--- src/hdl/kiss8_pkg.sv ---
// ----------------------------------------------------------------------------
// kiss8_pkg
// Types, constants and step functions shared by the KISS-style 8-bit random
// generator: state record, byte step and four-byte word step.
// ----------------------------------------------------------------------------
`default_nettype none

package kiss8_pkg;

   // Command codes carried in the cmd field of a request.
   localparam logic CmdReseed = 1'b0;
   localparam logic CmdNext   = 1'b1;

   // Generator constants.
   localparam logic [7:0] WeylIncrement    = 8'd151;
   localparam int         DefaultWarmupWords = 32;
   localparam int         BytesPerWord     = 4;

   typedef logic [7:0] byte_type;

   // Full generator state.
   typedef struct packed {
      byte_type [3:0] xs;      // xorshift register, index 0 is the oldest byte
      byte_type [2:0] awc;     // add-with-carry lag bytes
      logic           carry;   // add-with-carry carry bit
      byte_type       weyl;    // Weyl sequence byte
   } kiss8_state_type;

   // Result of one word step: the state after four bytes and the word.
   typedef struct packed {
      kiss8_state_type st;
      logic [31:0]     word;
   } kiss8_step_type;

   // State after reset and after the xorshift part of a reseed.
   localparam kiss8_state_type ResetState = '{
      xs:    {8'd1, 8'd0, 8'd0, 8'd0},
      awc:   '0,
      carry: 1'b1,
      weyl:  8'd0
   };

   // One byte step of all three parts. The generated byte is returned in
   // the low byte of the result; the new state sits above it.
   function automatic logic [$bits(kiss8_state_type)+7:0] byte_step(
      input kiss8_state_type st
   );
      kiss8_state_type nx;
      byte_type        tx;
      byte_type        top;
      logic [8:0]      sum;
      byte_type        out_byte;
      tx  = st.xs[0] ^ {st.xs[0][3:0], 4'b0000};
      top = st.xs[3];
      nx.xs[0] = st.xs[1];
      nx.xs[1] = st.xs[2];
      nx.xs[2] = top;
      nx.xs[3] = top ^ tx ^ {1'b0, top[7:1]} ^ {tx[6:0], 1'b0};
      sum = {1'b0, st.awc[0]} + {1'b0, st.awc[1]} + {8'd0, st.carry};
      nx.awc[0] = st.awc[1];
      nx.awc[1] = st.awc[2];
      nx.awc[2] = sum[7:0];
      nx.carry  = sum[8];
      nx.weyl   = st.weyl + WeylIncrement;
      out_byte  = nx.xs[0] + nx.awc[2] + nx.weyl;
      return {nx, out_byte};
   endfunction

   // Four chained byte steps; the first byte lands in bits 7:0.
   function automatic kiss8_step_type word_step(input kiss8_state_type st);
      kiss8_step_type                      res;
      logic [$bits(kiss8_state_type)+7:0]  bs;
      res.st   = st;
      res.word = '0;
      for (int k = 0; k < BytesPerWord; k++) begin
         bs = byte_step(res.st);
         res.st = bs[$bits(kiss8_state_type)+7:8];
         res.word[8*k +: 8] = bs[7:0];
      end
      return res;
   endfunction

endpackage

`default_nettype wire

--- src/hdl/kiss8_req_if.sv ---
// ----------------------------------------------------------------------------
// kiss8_req_if
// Request channel of the generator: valid/ready handshake with command and
// seed payload.
// ----------------------------------------------------------------------------
`default_nettype none

interface kiss8_req_if;
   logic        valid;
   logic        ready;
   logic        cmd;
   logic [31:0] seed;

   modport source (output valid, output cmd, output seed, input ready);
   modport sink   (input valid, input cmd, input seed, output ready);
endinterface

`default_nettype wire

--- src/hdl/kiss8_rsp_if.sv ---
// ----------------------------------------------------------------------------
// kiss8_rsp_if
// Response channel of the generator: valid/ready handshake with one 32-bit
// random word.
// ----------------------------------------------------------------------------
`default_nettype none

interface kiss8_rsp_if;
   logic        valid;
   logic        ready;
   logic [31:0] word;

   modport source (output valid, output word, input ready);
   modport sink   (input valid, input word, output ready);
endinterface

`default_nettype wire

--- src/hdl/kiss8_awc_random_generator_core.sv ---
// ----------------------------------------------------------------------------
// kiss8_awc_random_generator_core
// KISS-style 8-bit combined random generator (xorshift, add-with-carry and
// Weyl parts) producing one 32-bit word per next command.
// ----------------------------------------------------------------------------
//
// Channel    Direction  Payload               Transaction
// req_chan   in         cmd, seed[31:0]       reseed (cmd 0) or next word (cmd 1)
// rsp_chan   out        word[31:0]            one word per next command
//
// A next command is taken every cycle while req_chan.ready is high; its word
// is registered in the output buffer, which holds two entries (response
// register plus skid register) and lets a request be taken while a word
// waits on the output. A reseed produces no response and keeps
// req_chan.ready low while the warm-up words run through the step logic.
// Reset is synchronous and active high; after it the block is ready at once.
`default_nettype none

module kiss8_awc_random_generator_core
   import kiss8_pkg::*;
#(
   parameter int WARMUP_WORDS = DefaultWarmupWords
) (
   input  wire             clock,
   input  wire             reset,
   kiss8_req_if.sink       req_chan,
   kiss8_rsp_if.source     rsp_chan
);

   localparam int CountWidth = (WARMUP_WORDS > 0) ? $clog2(WARMUP_WORDS + 1) : 1;
   localparam logic [CountWidth-1:0] WarmupLoad = CountWidth'(WARMUP_WORDS);

   kiss8_state_type          state_ff, state_in;
   logic [CountWidth-1:0]    warm_cnt_ff, warm_cnt_in;
   logic                     rsp_valid_ff, rsp_valid_in;
   logic [31:0]              rsp_word_ff, rsp_word_in;
   logic                     skid_valid_ff, skid_valid_in;
   logic [31:0]              skid_word_ff, skid_word_in;

   kiss8_step_type           step;
   logic                     warming;
   logic                     req_take;
   logic                     push;
   logic                     pop;

   // Word step from the current state, shared by warm-up and next commands.
   assign step     = word_step(state_ff);
   assign warming  = (warm_cnt_ff != '0);

   // Handshake decode.
   assign req_chan.ready = !warming && !skid_valid_ff;
   assign req_take       = req_chan.valid && req_chan.ready;
   assign push           = req_take && (req_chan.cmd == CmdNext);
   assign pop            = rsp_valid_ff && rsp_chan.ready;

   assign rsp_chan.valid = rsp_valid_ff;
   assign rsp_chan.word  = rsp_word_ff;

   // Generator state and warm-up counter.
   always_comb begin
      state_in    = state_ff;
      warm_cnt_in = warm_cnt_ff;
      if (warming) begin
         state_in    = step.st;
         warm_cnt_in = warm_cnt_ff - 1'b1;
      end else if (req_take) begin
         if (req_chan.cmd == CmdReseed) begin
            state_in       = ResetState;
            state_in.awc   = {req_chan.seed[23:16], req_chan.seed[15:8], req_chan.seed[7:0]};
            state_in.carry = (req_chan.seed[23:0] == 24'd0);
            state_in.weyl  = req_chan.seed[31:24];
            warm_cnt_in    = WarmupLoad;
         end else begin
            state_in = step.st;
         end
      end
   end

   // Output buffer: response register with a skid register behind it.
   always_comb begin
      rsp_valid_in  = rsp_valid_ff;
      rsp_word_in   = rsp_word_ff;
      skid_valid_in = skid_valid_ff;
      skid_word_in  = skid_word_ff;
      if (push) begin
         if (!rsp_valid_ff || pop) begin
            rsp_valid_in = 1'b1;
            rsp_word_in  = step.word;
         end else begin
            skid_valid_in = 1'b1;
            skid_word_in  = step.word;
         end
      end else if (pop) begin
         if (skid_valid_ff) begin
            rsp_word_in   = skid_word_ff;
            skid_valid_in = 1'b0;
         end else begin
            rsp_valid_in = 1'b0;
         end
      end
   end

   // Control and state registers.
   always_ff @(posedge clock) begin
      if (reset) begin
         state_ff      <= ResetState;
         warm_cnt_ff   <= '0;
         rsp_valid_ff  <= 1'b0;
         skid_valid_ff <= 1'b0;
      end else begin
         state_ff      <= state_in;
         warm_cnt_ff   <= warm_cnt_in;
         rsp_valid_ff  <= rsp_valid_in;
         skid_valid_ff <= skid_valid_in;
      end
   end

   // Payload registers.
   always_ff @(posedge clock) begin
      rsp_word_ff  <= rsp_word_in;
      skid_word_ff <= skid_word_in;
   end

   // The skid register only ever holds a word behind a full response register.
   a_skid_behind_rsp: assert property (@(posedge clock) disable iff (reset)
      skid_valid_ff |-> rsp_valid_ff)
      else $error("skid register valid while response register empty");

   // No request is taken while warm-up words are running.
   a_no_take_in_warmup: assert property (@(posedge clock) disable iff (reset)
      warming |-> !req_chan.ready)
      else $error("request channel ready during warm-up");

   // A reseed starts a full warm-up run.
   a_reseed_loads_count: assert property (@(posedge clock) disable iff (reset)
      (req_take && (req_chan.cmd == CmdReseed)) |=> (warm_cnt_ff == WarmupLoad))
      else $error("warm-up counter not loaded by reseed");

   // A next word taken while the output stalls lands in the skid register.
   a_stall_fills_skid: assert property (@(posedge clock) disable iff (reset)
      (push && rsp_valid_ff && !rsp_chan.ready) |=> skid_valid_ff)
      else $error("stalled word lost instead of held in skid register");

   // A reseed never produces a response.
   a_reseed_silent: assert property (@(posedge clock) disable iff (reset)
      (req_take && (req_chan.cmd == CmdReseed) && !rsp_valid_ff) |=> !rsp_valid_ff)
      else $error("response produced for a reseed");

endmodule

`default_nettype wire
--- src/flat_wrapper.sv ---
// flat-port wrapper written by rule: the top's interface ports become plain ports
module kiss8_awc_random_generator_core_flat import kiss8_pkg::*;
#(
   parameter int WARMUP_WORDS = DefaultWarmupWords
)
  (clock, reset, req_chan_valid, req_chan_cmd, req_chan_seed, req_chan_ready, rsp_chan_valid, rsp_chan_word, rsp_chan_ready);
  kiss8_req_if req_chan_i ();
  kiss8_rsp_if rsp_chan_i ();
  input  wire clock;
  input  wire reset;
  input wire logic [$bits(req_chan_i.valid)-1:0] req_chan_valid;
  input wire logic [$bits(req_chan_i.cmd)-1:0] req_chan_cmd;
  input wire logic [$bits(req_chan_i.seed)-1:0] req_chan_seed;
  output wire logic [$bits(req_chan_i.ready)-1:0] req_chan_ready;
  output wire logic [$bits(rsp_chan_i.valid)-1:0] rsp_chan_valid;
  output wire logic [$bits(rsp_chan_i.word)-1:0] rsp_chan_word;
  input wire logic [$bits(rsp_chan_i.ready)-1:0] rsp_chan_ready;
  assign req_chan_i.valid = req_chan_valid;
  assign req_chan_i.cmd = req_chan_cmd;
  assign req_chan_i.seed = req_chan_seed;
  assign req_chan_ready = req_chan_i.ready;
  assign rsp_chan_valid = rsp_chan_i.valid;
  assign rsp_chan_word = rsp_chan_i.word;
  assign rsp_chan_i.ready = rsp_chan_ready;
  kiss8_awc_random_generator_core #(.WARMUP_WORDS(WARMUP_WORDS)) u_core (.clock(clock), .reset(reset), .req_chan(req_chan_i), .rsp_chan(rsp_chan_i));
endmodule
--- config.mk ---
export PLATFORM = sky130hd
export DESIGN_NAME = kiss8_awc_random_generator_core_flat
export DESIGN_NICKNAME = d
export VERILOG_FILES = /design/src/hdl/kiss8_pkg.sv /design/src/hdl/kiss8_req_if.sv /design/src/hdl/kiss8_rsp_if.sv /design/src/hdl/kiss8_awc_random_generator_core.sv /design/src/flat_wrapper.sv
export SDC_FILE = /design/constraint.sdc
export NUM_CORES = 1
export LEC_CHECK = 0
export BUFFER_PORTS_ARGS = -buffer_cell sky130_fd_sc_hd__buf_2
export CORE_MARGIN = 2
export CORE_UTILIZATION = 45
export CTS_CLUSTER_SIZE = 28
export DETAILED_ROUTE_END_ITERATION = 7
export PLACE_DENSITY = 0.6
export SLEW_MARGIN = 20
export SYNTH_ARGS = -nofsm -noshare
export SYNTH_HDL_FRONTEND = slang
export SYNTH_SLANG_ARGS = --single-unit
--- constraint.sdc ---
create_clock -name clock -period 16.6 [get_ports clock]
set_clock_uncertainty 0.2 [all_clocks]
set_input_delay 2.49 -clock clock [delete_from_list [all_inputs] [get_ports clock]]
set_output_delay 2.49 -clock clock [all_outputs]
set_load 0.02 [all_outputs]
### Yosys cells after proc, flatten, opt, wreduce, memory -nomap -nowiden

Cells that the tools add are included.

* bits in registers: 137
* input port bits: 37
* output and inout port bits: 34
* logic and storage cells: 91

* $add $sub $neg: 21
* equality and inequality tests: 4
* multiplexer cells: 17
* bitwise logic cells: 17
* reductions and logical operators: 18

Operators with widths (count)
* $mux 65: 3
* $mux 32: 4
* $xor 8x8->8: 12
* $add 8x8->8: 8
* $add 8x8->9: 4
* $add 9x1->9: 4
* $add 8x8->8 const B: 4
* $xor 8x7->8: 4
* $logic_not 24->1: 1
* $mux 6: 3
* $mux 1: 7
* $ne 2x2->1 const B: 3
* $reduce_and 2->1: 3
* $reduce_and 3->1: 2
* $reduce_bool 2->1: 3
* $reduce_bool 6->1: 1
* $sub 6x1->6 const B: 1
* $logic_and 1x1->1: 4
* $logic_not 1->1: 3
* $ne 2x1->1 const B: 1
* $logic_or 1x1->1: 1
* $not 1->1: 1

### Logic depth before layout (Yosys ltp)

Gate-level depths: netlist (run 1).

* depth after elaboration: 16
* mapped depth: 45
* depth with buffers taken out: 45

### Worst setup path after synthesis (run 1)

No wires, ideal clock.

* kind: register -> register
* from: register u_core.state_ff[8] (netlist bit)
* to: register u_core.rsp_word_ff[31], in the netlist u_core.rsp_chan.word[31], data pin
* setup time: 260 ps
* data arrival time: 8618 ps
* data required time: 16140 ps
* slack: 7522 ps
* cell stages (with the launch flop): 46
* path buffers: 0
* period minus slack after synthesis: 9078 ps
* cells stage by stage: dfxtp_1 -> fa_1 -> fa_1 -> a21oi_1 -> nor2_1 -> nor2_1 -> o21bai_1 -> a21oi_1 -> o21bai_1 -> a21oi_1 -> fa_1 -> inv_1 -> fa_1 -> a21o_1 -> a21oi_1 -> o21bai_1 -> a21oi_1 -> nor2b_1 -> (+10 left out) -> fa_1 -> inv_1 -> fa_1 -> inv_1 -> fa_1 -> inv_1 -> ha_1 -> inv_1 -> fa_1 -> nor2b_1 -> o21ai_0 -> a21boi_0 -> o21a_1 -> nor2_1 -> xnor2_1 -> xnor2_1 -> xnor3_1 -> mux2_4

RTL lines
* from (decl): RTL line kiss8_awc_random_generator_core.sv:33 `kiss8_state_type state_ff, state_in;`
* from (signal assigned): RTL line kiss8_awc_random_generator_core.sv:106 `state_ff <= ResetState;`
* from (signal assigned): RTL line kiss8_awc_random_generator_core.sv:111 `state_ff <= state_in;`
* to (signal assigned): RTL line kiss8_awc_random_generator_core.sv:120 `rsp_word_ff <= rsp_word_in;`
* to (decl): RTL line kiss8_awc_random_generator_core.sv:36 `logic [31:0] rsp_word_ff, rsp_word_in;`

==> results of run 1 <==
-- state kept, by name (all words and copies together) (netlist names) --
signal and count:
u_core.skid_word_ff 32, u_core.rsp_chan.word 32, u_core.state_ff 65, u_core.skid_valid_ff 1, u_core.rsp_chan.valid 1, u_core.warm_cnt_ff 6
-- stage by stage --
step	area [µm²]	util [%]	hold WS, ns	instances
after CTS	10800	51.7	0.310	1343
after detailed placement	10200	48.6	0.299	1311
final	10800	51.7	0.308	1345
after floorplan	9570	-	0.274	999
after global routing	10800	51.7	0.341	1344
after global placement	10200	48.6	0.290	1311
-- placed cells by master, fill, tap and decap left out, types with 8 or more instances in the layout --
cell type / netlist / layout
nor2_1: 105 / 103
nor3_1: 10 / 10
a21o_1: 12 / 12
nor2b_1: 10 / 10
xnor2_1: 104 / 104
nand2_1: 95 / 95
a22oi_1: 30 / 30
buf_4: 1 / 11
or3_1: 16 / 16
fa_1: 40 / 40
xor2_1: 42 / 42
dfxtp_1: 73 / 73
o21bai_1: 8 / 8
clkbuf_16: 0 / 17
buf_2: 1 / 70
a21oi_1: 69 / 67
edfxtp_1: 64 / 64
ha_1: 57 / 57
o21ai_0: 42 / 42
inv_1: 63 / 63
mux2_2: 8 / 8
-- per-layer routing --
metal	track usage, %	vias up
li1	-	3550
met1	32.6	3486
met2	37.0	234
met3	4.36	35
met4	9.95	0
met5	0	-
-- worst paths after layout --
path | from | to | depth (start not counted)
worst max register to register | u_core.state_ff[8]$_SDFFE_PP1P_ | u_core.rsp_chan.word[31]$_DFFE_PP_ | 45
worst min register to register | u_core.warm_cnt_ff[2]$_SDFFE_PP0P_ | u_core.warm_cnt_ff[2]$_SDFFE_PP0P_ | 2
worst min-delay path | u_core.warm_cnt_ff[2]$_SDFFE_PP0P_ | u_core.warm_cnt_ff[2]$_SDFFE_PP0P_ | 2
worst max-delay path | u_core.state_ff[8]$_SDFFE_PP1P_ | u_core.rsp_chan.word[31]$_DFFE_PP_ | 45
-- layout make-up --
cell class / count / area, µm² / area share, %
diodes: 2 / 5.00 / 0.0462
clock buffers: 18 / 429 / 3.96
clock inverters: 14 / 220 / 2.03
inverters: 65 / 244 / 2.25
multi-input cells: 753 / 5780 / 53.3
flip-flops and latches: 137 / 3380 / 31.2
well taps: 275 / 344 / 3.17
repair buffers: 81 / 433 / 3.99
-- worst max-delay path, delay by kind of cell (launching register included) --
family | cells | cell delay, ns
adders and majority gates | 11 | 4.23
AOI/OAI and AO/OA | 19 | 3.33
and+or+nand+nor | 6 | 0.63
xor gates and xnor gates | 3 | 0.62
DFF | 1 | 0.33
buffers and inverters | 5 | 0.30
muxes | 1 | 0.27
-- cell families (layout without fill, tap and decap cells) --
family,count (synthesis),in the layout,share of synthesized area (%)
muxes,10,10,1.20
DFF,137,137,35.4
other,0,2,0
AOI/OAI and AO/OA,212,212,14.5
xor gates and xnor gates,158,158,15.7
buffers and inverters,109,178,4.48
adders and majority gates,97,97,15.8
and+or+nand+nor,276,276,12.9
==> results.sh, run 1 <==
export IMPL_area_growth_pct=13.3
export IMPL_start_kind="flop"
export IMPL_fmax_mhz=98.4
export IMPL_synth_seq_cells=137
export IMPL_portBuffers=70
export IMPL_slew_headroom_pct=32.8
export IMPL_synth_edf_count=64
export IMPL_post_cts_repair_setup_buffers=0
export IMPL_setup_slack_ns=6.43
export IMPL_post_route_period_util_pct=61.2
export IMPL_yosysWarningCount=0
export IMPL_max_stage_delay_ns=0.52
export IMPL_m1WireLength_mm=11.8
export IMPL_synth_top_cell_by_area="edfxtp_1"
export IMPL_tns_ns=0
export IMPL_cts_made_buffers=17
export IMPL_wl_met3_mm=1.51
export IMPL_clk_latency_ns=0.43
export IMPL_postCtsHoldBufs=0
export IMPL_grt_setup_unrepaired="no"
export IMPL_clk_pin_slew_ns=0.06
export IMPL_finalHoldViolations=0
export IMPL_yosysUniqueCellTypes=69
export IMPL_die_area_um2=22500
export IMPL_cts_tree="done"
export IMPL_die_height_um=150
export IMPL_drc=0
export IMPL_first_pass_iters=7
export IMPL_seq_area_frac_synth_pct=35.4
export IMPL_overflow=0
export IMPL_end_kind="flop"
export IMPL_drive_gt1_share_pct=14.0
export IMPL_synth_top_area_share_pct=20.1
export IMPL_post_cts_resized=0
export IMPL_ff2ff_setup_slack_ns=6.43
export IMPL_start_util_pct=45.7
export IMPL_clockBufferDepth=2
export IMPL_cp_max_fo=2
export IMPL_maxSlewViolCount=0
export IMPL_synth_avg_cell_area_um2=9.58
export IMPL_synth_cells=999
export IMPL_grt_start_max_net_pins=76
export IMPL_synthTopCellsByCount="nor2_1 (105), xnor2_1 (104), nand2_1 (95), dfxtp_1 (73), a21oi_1 (69)"
export IMPL_pre_cts_slack_ns=6.46
export IMPL_ys_top_cells_by_area="edfxtp_1 (20%), dfxtp_1 (15%), xnor2_1 (9.5%)"
export IMPL_netlist_area_um2=9570
export IMPL_status="complete, no violations"
export IMPL_io_pins=71
export IMPL_cts_root_buf="clkbuf_16"
export IMPL_path_common_cell="fa_1"
export IMPL_crit_path_top_delay_cell="fa_1"
export IMPL_htreeDepth=4
export IMPL_max_cap_viol_count=0
export IMPL_min_period_ns=10.17
export IMPL_cp_required_ns=16.57
export IMPL_coreArea_um2=21000
export IMPL_fp_row_count=53
export IMPL_hold_class="reg2reg"
export IMPL_ant_nets=0
export IMPL_wl_per_cell_um=19.2
export IMPL_path_class="reg2reg"
export IMPL_tightestPinTransition_ns=1.00
export IMPL_hpwl_mm=19.6
export IMPL_route_met2_wl_mm=11.8
export IMPL_nets=1189
export IMPL_yosys_most_used_dff="dfxtp_1"
export IMPL_synth_nets=1133
export IMPL_chipWidth_um=150
export IMPL_clock_sinks=137
export IMPL_grt_antenna_before_repair=2
export IMPL_grt_pass1_vias=6964
export IMPL_top_layer="met4"
export IMPL_globalplace_congestion=0.893
export IMPL_wl_mm=25.8
export IMPL_grtUsageTotal_pct=23.8
export IMPL_final_setup_viol_count=0
export IMPL_synthArstFlopShare_pct=0
export IMPL_arrival_ns=10.14
export IMPL_nFillCells=1946
export IMPL_routed_via_density=5.43
export IMPL_post_synth_top_count_cell="nor2_1"
export IMPL_drt_iter0_markers=520
export IMPL_grt_pass1_wl_mm=39.8
export IMPL_num_vias=7305
Power of run 1 is not shown: default switching activity piles up to over one toggle a cycle in this logic, so the estimate is an artifact.
==> run 2: changes to the inputs <==
- clock period: 16.6 -> 10.56 ns (I/O delays scaled with it)
==> run 2 against run 1 <==
  * Hold slack worse by 0.00072 ns
  * Worst setup slack got worse by 5.8 ns
  * Clock-buffer cell count grew 4
  * Non-clock buffer count unchanged
  * Fmax rose by 2.1%
  * Die area did not move
  * Cell count barely moved
  * Flip-flop and latch count did not move
  * Cell area down 0.35%
  * Global-route usage decreased by 0.067 points
  * Critical path type unchanged
  * Largest cell class unchanged
==> results.sh, run 2 (same netlist as run 1, synthesis figures left out) <==
export IMPL_mostFrequentLayoutCells="xnor2_1 (104), nor2_1 (103), nand2_1 (95), dfxtp_1 (73), buf_2 (70)"
export IMPL_grt_setup_unrepaired="no"
export IMPL_cts_tree="done"
export IMPL_finalHoldViolations=0
export IMPL_arrival_ns=9.93
export IMPL_die_height_um=150
export IMPL_path_common_cell="fa_1"
export IMPL_post_cts_repair_setup_buffers=0
export IMPL_crit_path_top_delay_cell="fa_1"
export IMPL_tns_ns=0
export IMPL_path_class="reg2reg"
export IMPL_seqCellArea_um2=3380
export IMPL_multi_input_area_um2=5790
export IMPL_fmax_mhz=100
export IMPL_clock_sinks=137
export IMPL_final_common_cell="xnor2_1"
export IMPL_drt_iter0_markers=468
export IMPL_clk_latency_ns=0.43
export IMPL_ant_nets=0
export IMPL_r2r_cells=45
export IMPL_hpwl_mm=19.6
export IMPL_cp_required_ns=10.53
export IMPL_start_kind="flop"
export IMPL_die_area_um2=22500
export IMPL_cp_max_fo=2
export IMPL_grt_antenna_before_repair=1
export IMPL_largest_register_ffs=65
export IMPL_start_util_pct=45.7
export IMPL_globalplace_congestion=0.893
export IMPL_min_period_ns=9.95
export IMPL_num_vias=7340
export IMPL_area_growth_pct=12.9
export IMPL_io_pins=71
export IMPL_final_setup_viol_count=0
export IMPL_status="complete, no violations"
export IMPL_tightestPinTransition_ns=1.00
export IMPL_fp_row_count=53
export IMPL_wl_mm=25.7
export IMPL_setup_slack_ns=0.605
export IMPL_max_stage_delay_ns=0.52
export IMPL_cts_made_buffers=17
export IMPL_routed_via_density=5.46
export IMPL_overflow=0
export IMPL_chipWidth_um=150
export IMPL_hold_class="reg2reg"
export IMPL_maxSlewViolCount=0
export IMPL_clk_pin_slew_ns=0.06
export IMPL_place_inst=1311
export IMPL_pre_cts_slack_ns=0.507
export IMPL_drc=0
export IMPL_layout_cells_non_filler=1344
export IMPL_max_cap_viol_count=0
export IMPL_cts_root_buf="clkbuf_16"
export IMPL_drive_gt1_share_pct=14.0
export IMPL_clockBufferDepth=2
export IMPL_coreArea_um2=21000
export IMPL_grt_start_max_net_pins=76
export IMPL_max_flop_register="u_core.state_ff"
export IMPL_portBuffers=70
export IMPL_nets=1189
export IMPL_nFillCells=1955
export IMPL_htreeDepth=4
export IMPL_grt_pass1_vias=7015
export IMPL_slew_headroom_pct=32.9
export IMPL_hold_depth=2
export IMPL_wl_per_cell_um=19.1
export IMPL_end_kind="flop"
export IMPL_first_pass_iters=8
export IMPL_whs_ns=0.307
export IMPL_post_route_period_util_pct=94.3
export IMPL_grt_pass1_wl_mm=39.8
export IMPL_grtUsageTotal_pct=23.7
## run 2: cell count changes in the layout (fill, tap and decap cells not counted), moves of 2 or more
cell / change
clkinvlp_4: -2
bufinv_16: -3
clkinv_2: +2
clkbuf_16: +2
## run 2: worst paths after layout
kind,startpoint,endpoint,slack [ns]
hold reg to reg,u_core.warm_cnt_ff[2]$_SDFFE_PP0P_,u_core.warm_cnt_ff[2]$_SDFFE_PP0P_,0.31
hold / removal,u_core.warm_cnt_ff[2]$_SDFFE_PP0P_,u_core.warm_cnt_ff[2]$_SDFFE_PP0P_,0.31
setup / recovery,u_core.state_ff[8]$_SDFFE_PP1P_,u_core.rsp_chan.word[31]$_DFFE_PP_,0.61
setup reg to reg,u_core.state_ff[8]$_SDFFE_PP1P_,u_core.rsp_chan.word[31]$_DFFE_PP_,0.61
## run 2: through the flow
step	area, µm²	utilization (%)
after CTS	10800	51.5
after detailed placement	10200	48.6
after global routing	10800	51.6
after global placement	10200	48.6
after floorplan	9570	-
final	10800	51.6
## run 2: area by class of cell
type	count	area share (%)
Multi-Input combinational cell	753	53.6
Sequential cell	137	31.3
Clock buffer	22	4.60
Timing Repair Buffer	81	4.01
Tap cell	275	3.18
Inverter	65	2.26
Clock inverter	10	1.05
Antenna cell	1	0.0232
## run 2: timing repair
item | in CTS | in global routing
hold endpoints to repair | 0 | 0
setup endpoints to repair | 0 | 1
resized for setup | 0 | 2
hold buffers | 0 | 0
## run 2: critical path: cells and delay by family, from the launching register on
family | cells | cell delay, ns
AO/OA/AOI/OAI | 19 | 3.15
XOR/XNOR | 3 | 0.64
adder cells (fa/ha/maj) | 11 | 4.18
buffers and inverters | 5 | 0.30
flip-flops | 1 | 0.33
multiplexers | 1 | 0.27
AND/OR/NAND/NOR | 6 | 0.60
## run 2: routing by layer
| layer | part of all wire (%) | global-route usage [%] | up-vias | wire [µm] |
|---|---|---|---|---|
| li1 | - | - | 3552 | - |
| met1 | 45 | 32.3 | 3514 | 11600 |
| met2 | 46 | 36.9 | 233 | 11700 |
| met3 | 5.5 | 4.51 | 41 | 1420 |
| met4 | 3.5 | 10.2 | 0 | 885 |
| met5 | 0 | 0 | - | 0 |
Power of run 2 is left out for the same reason.
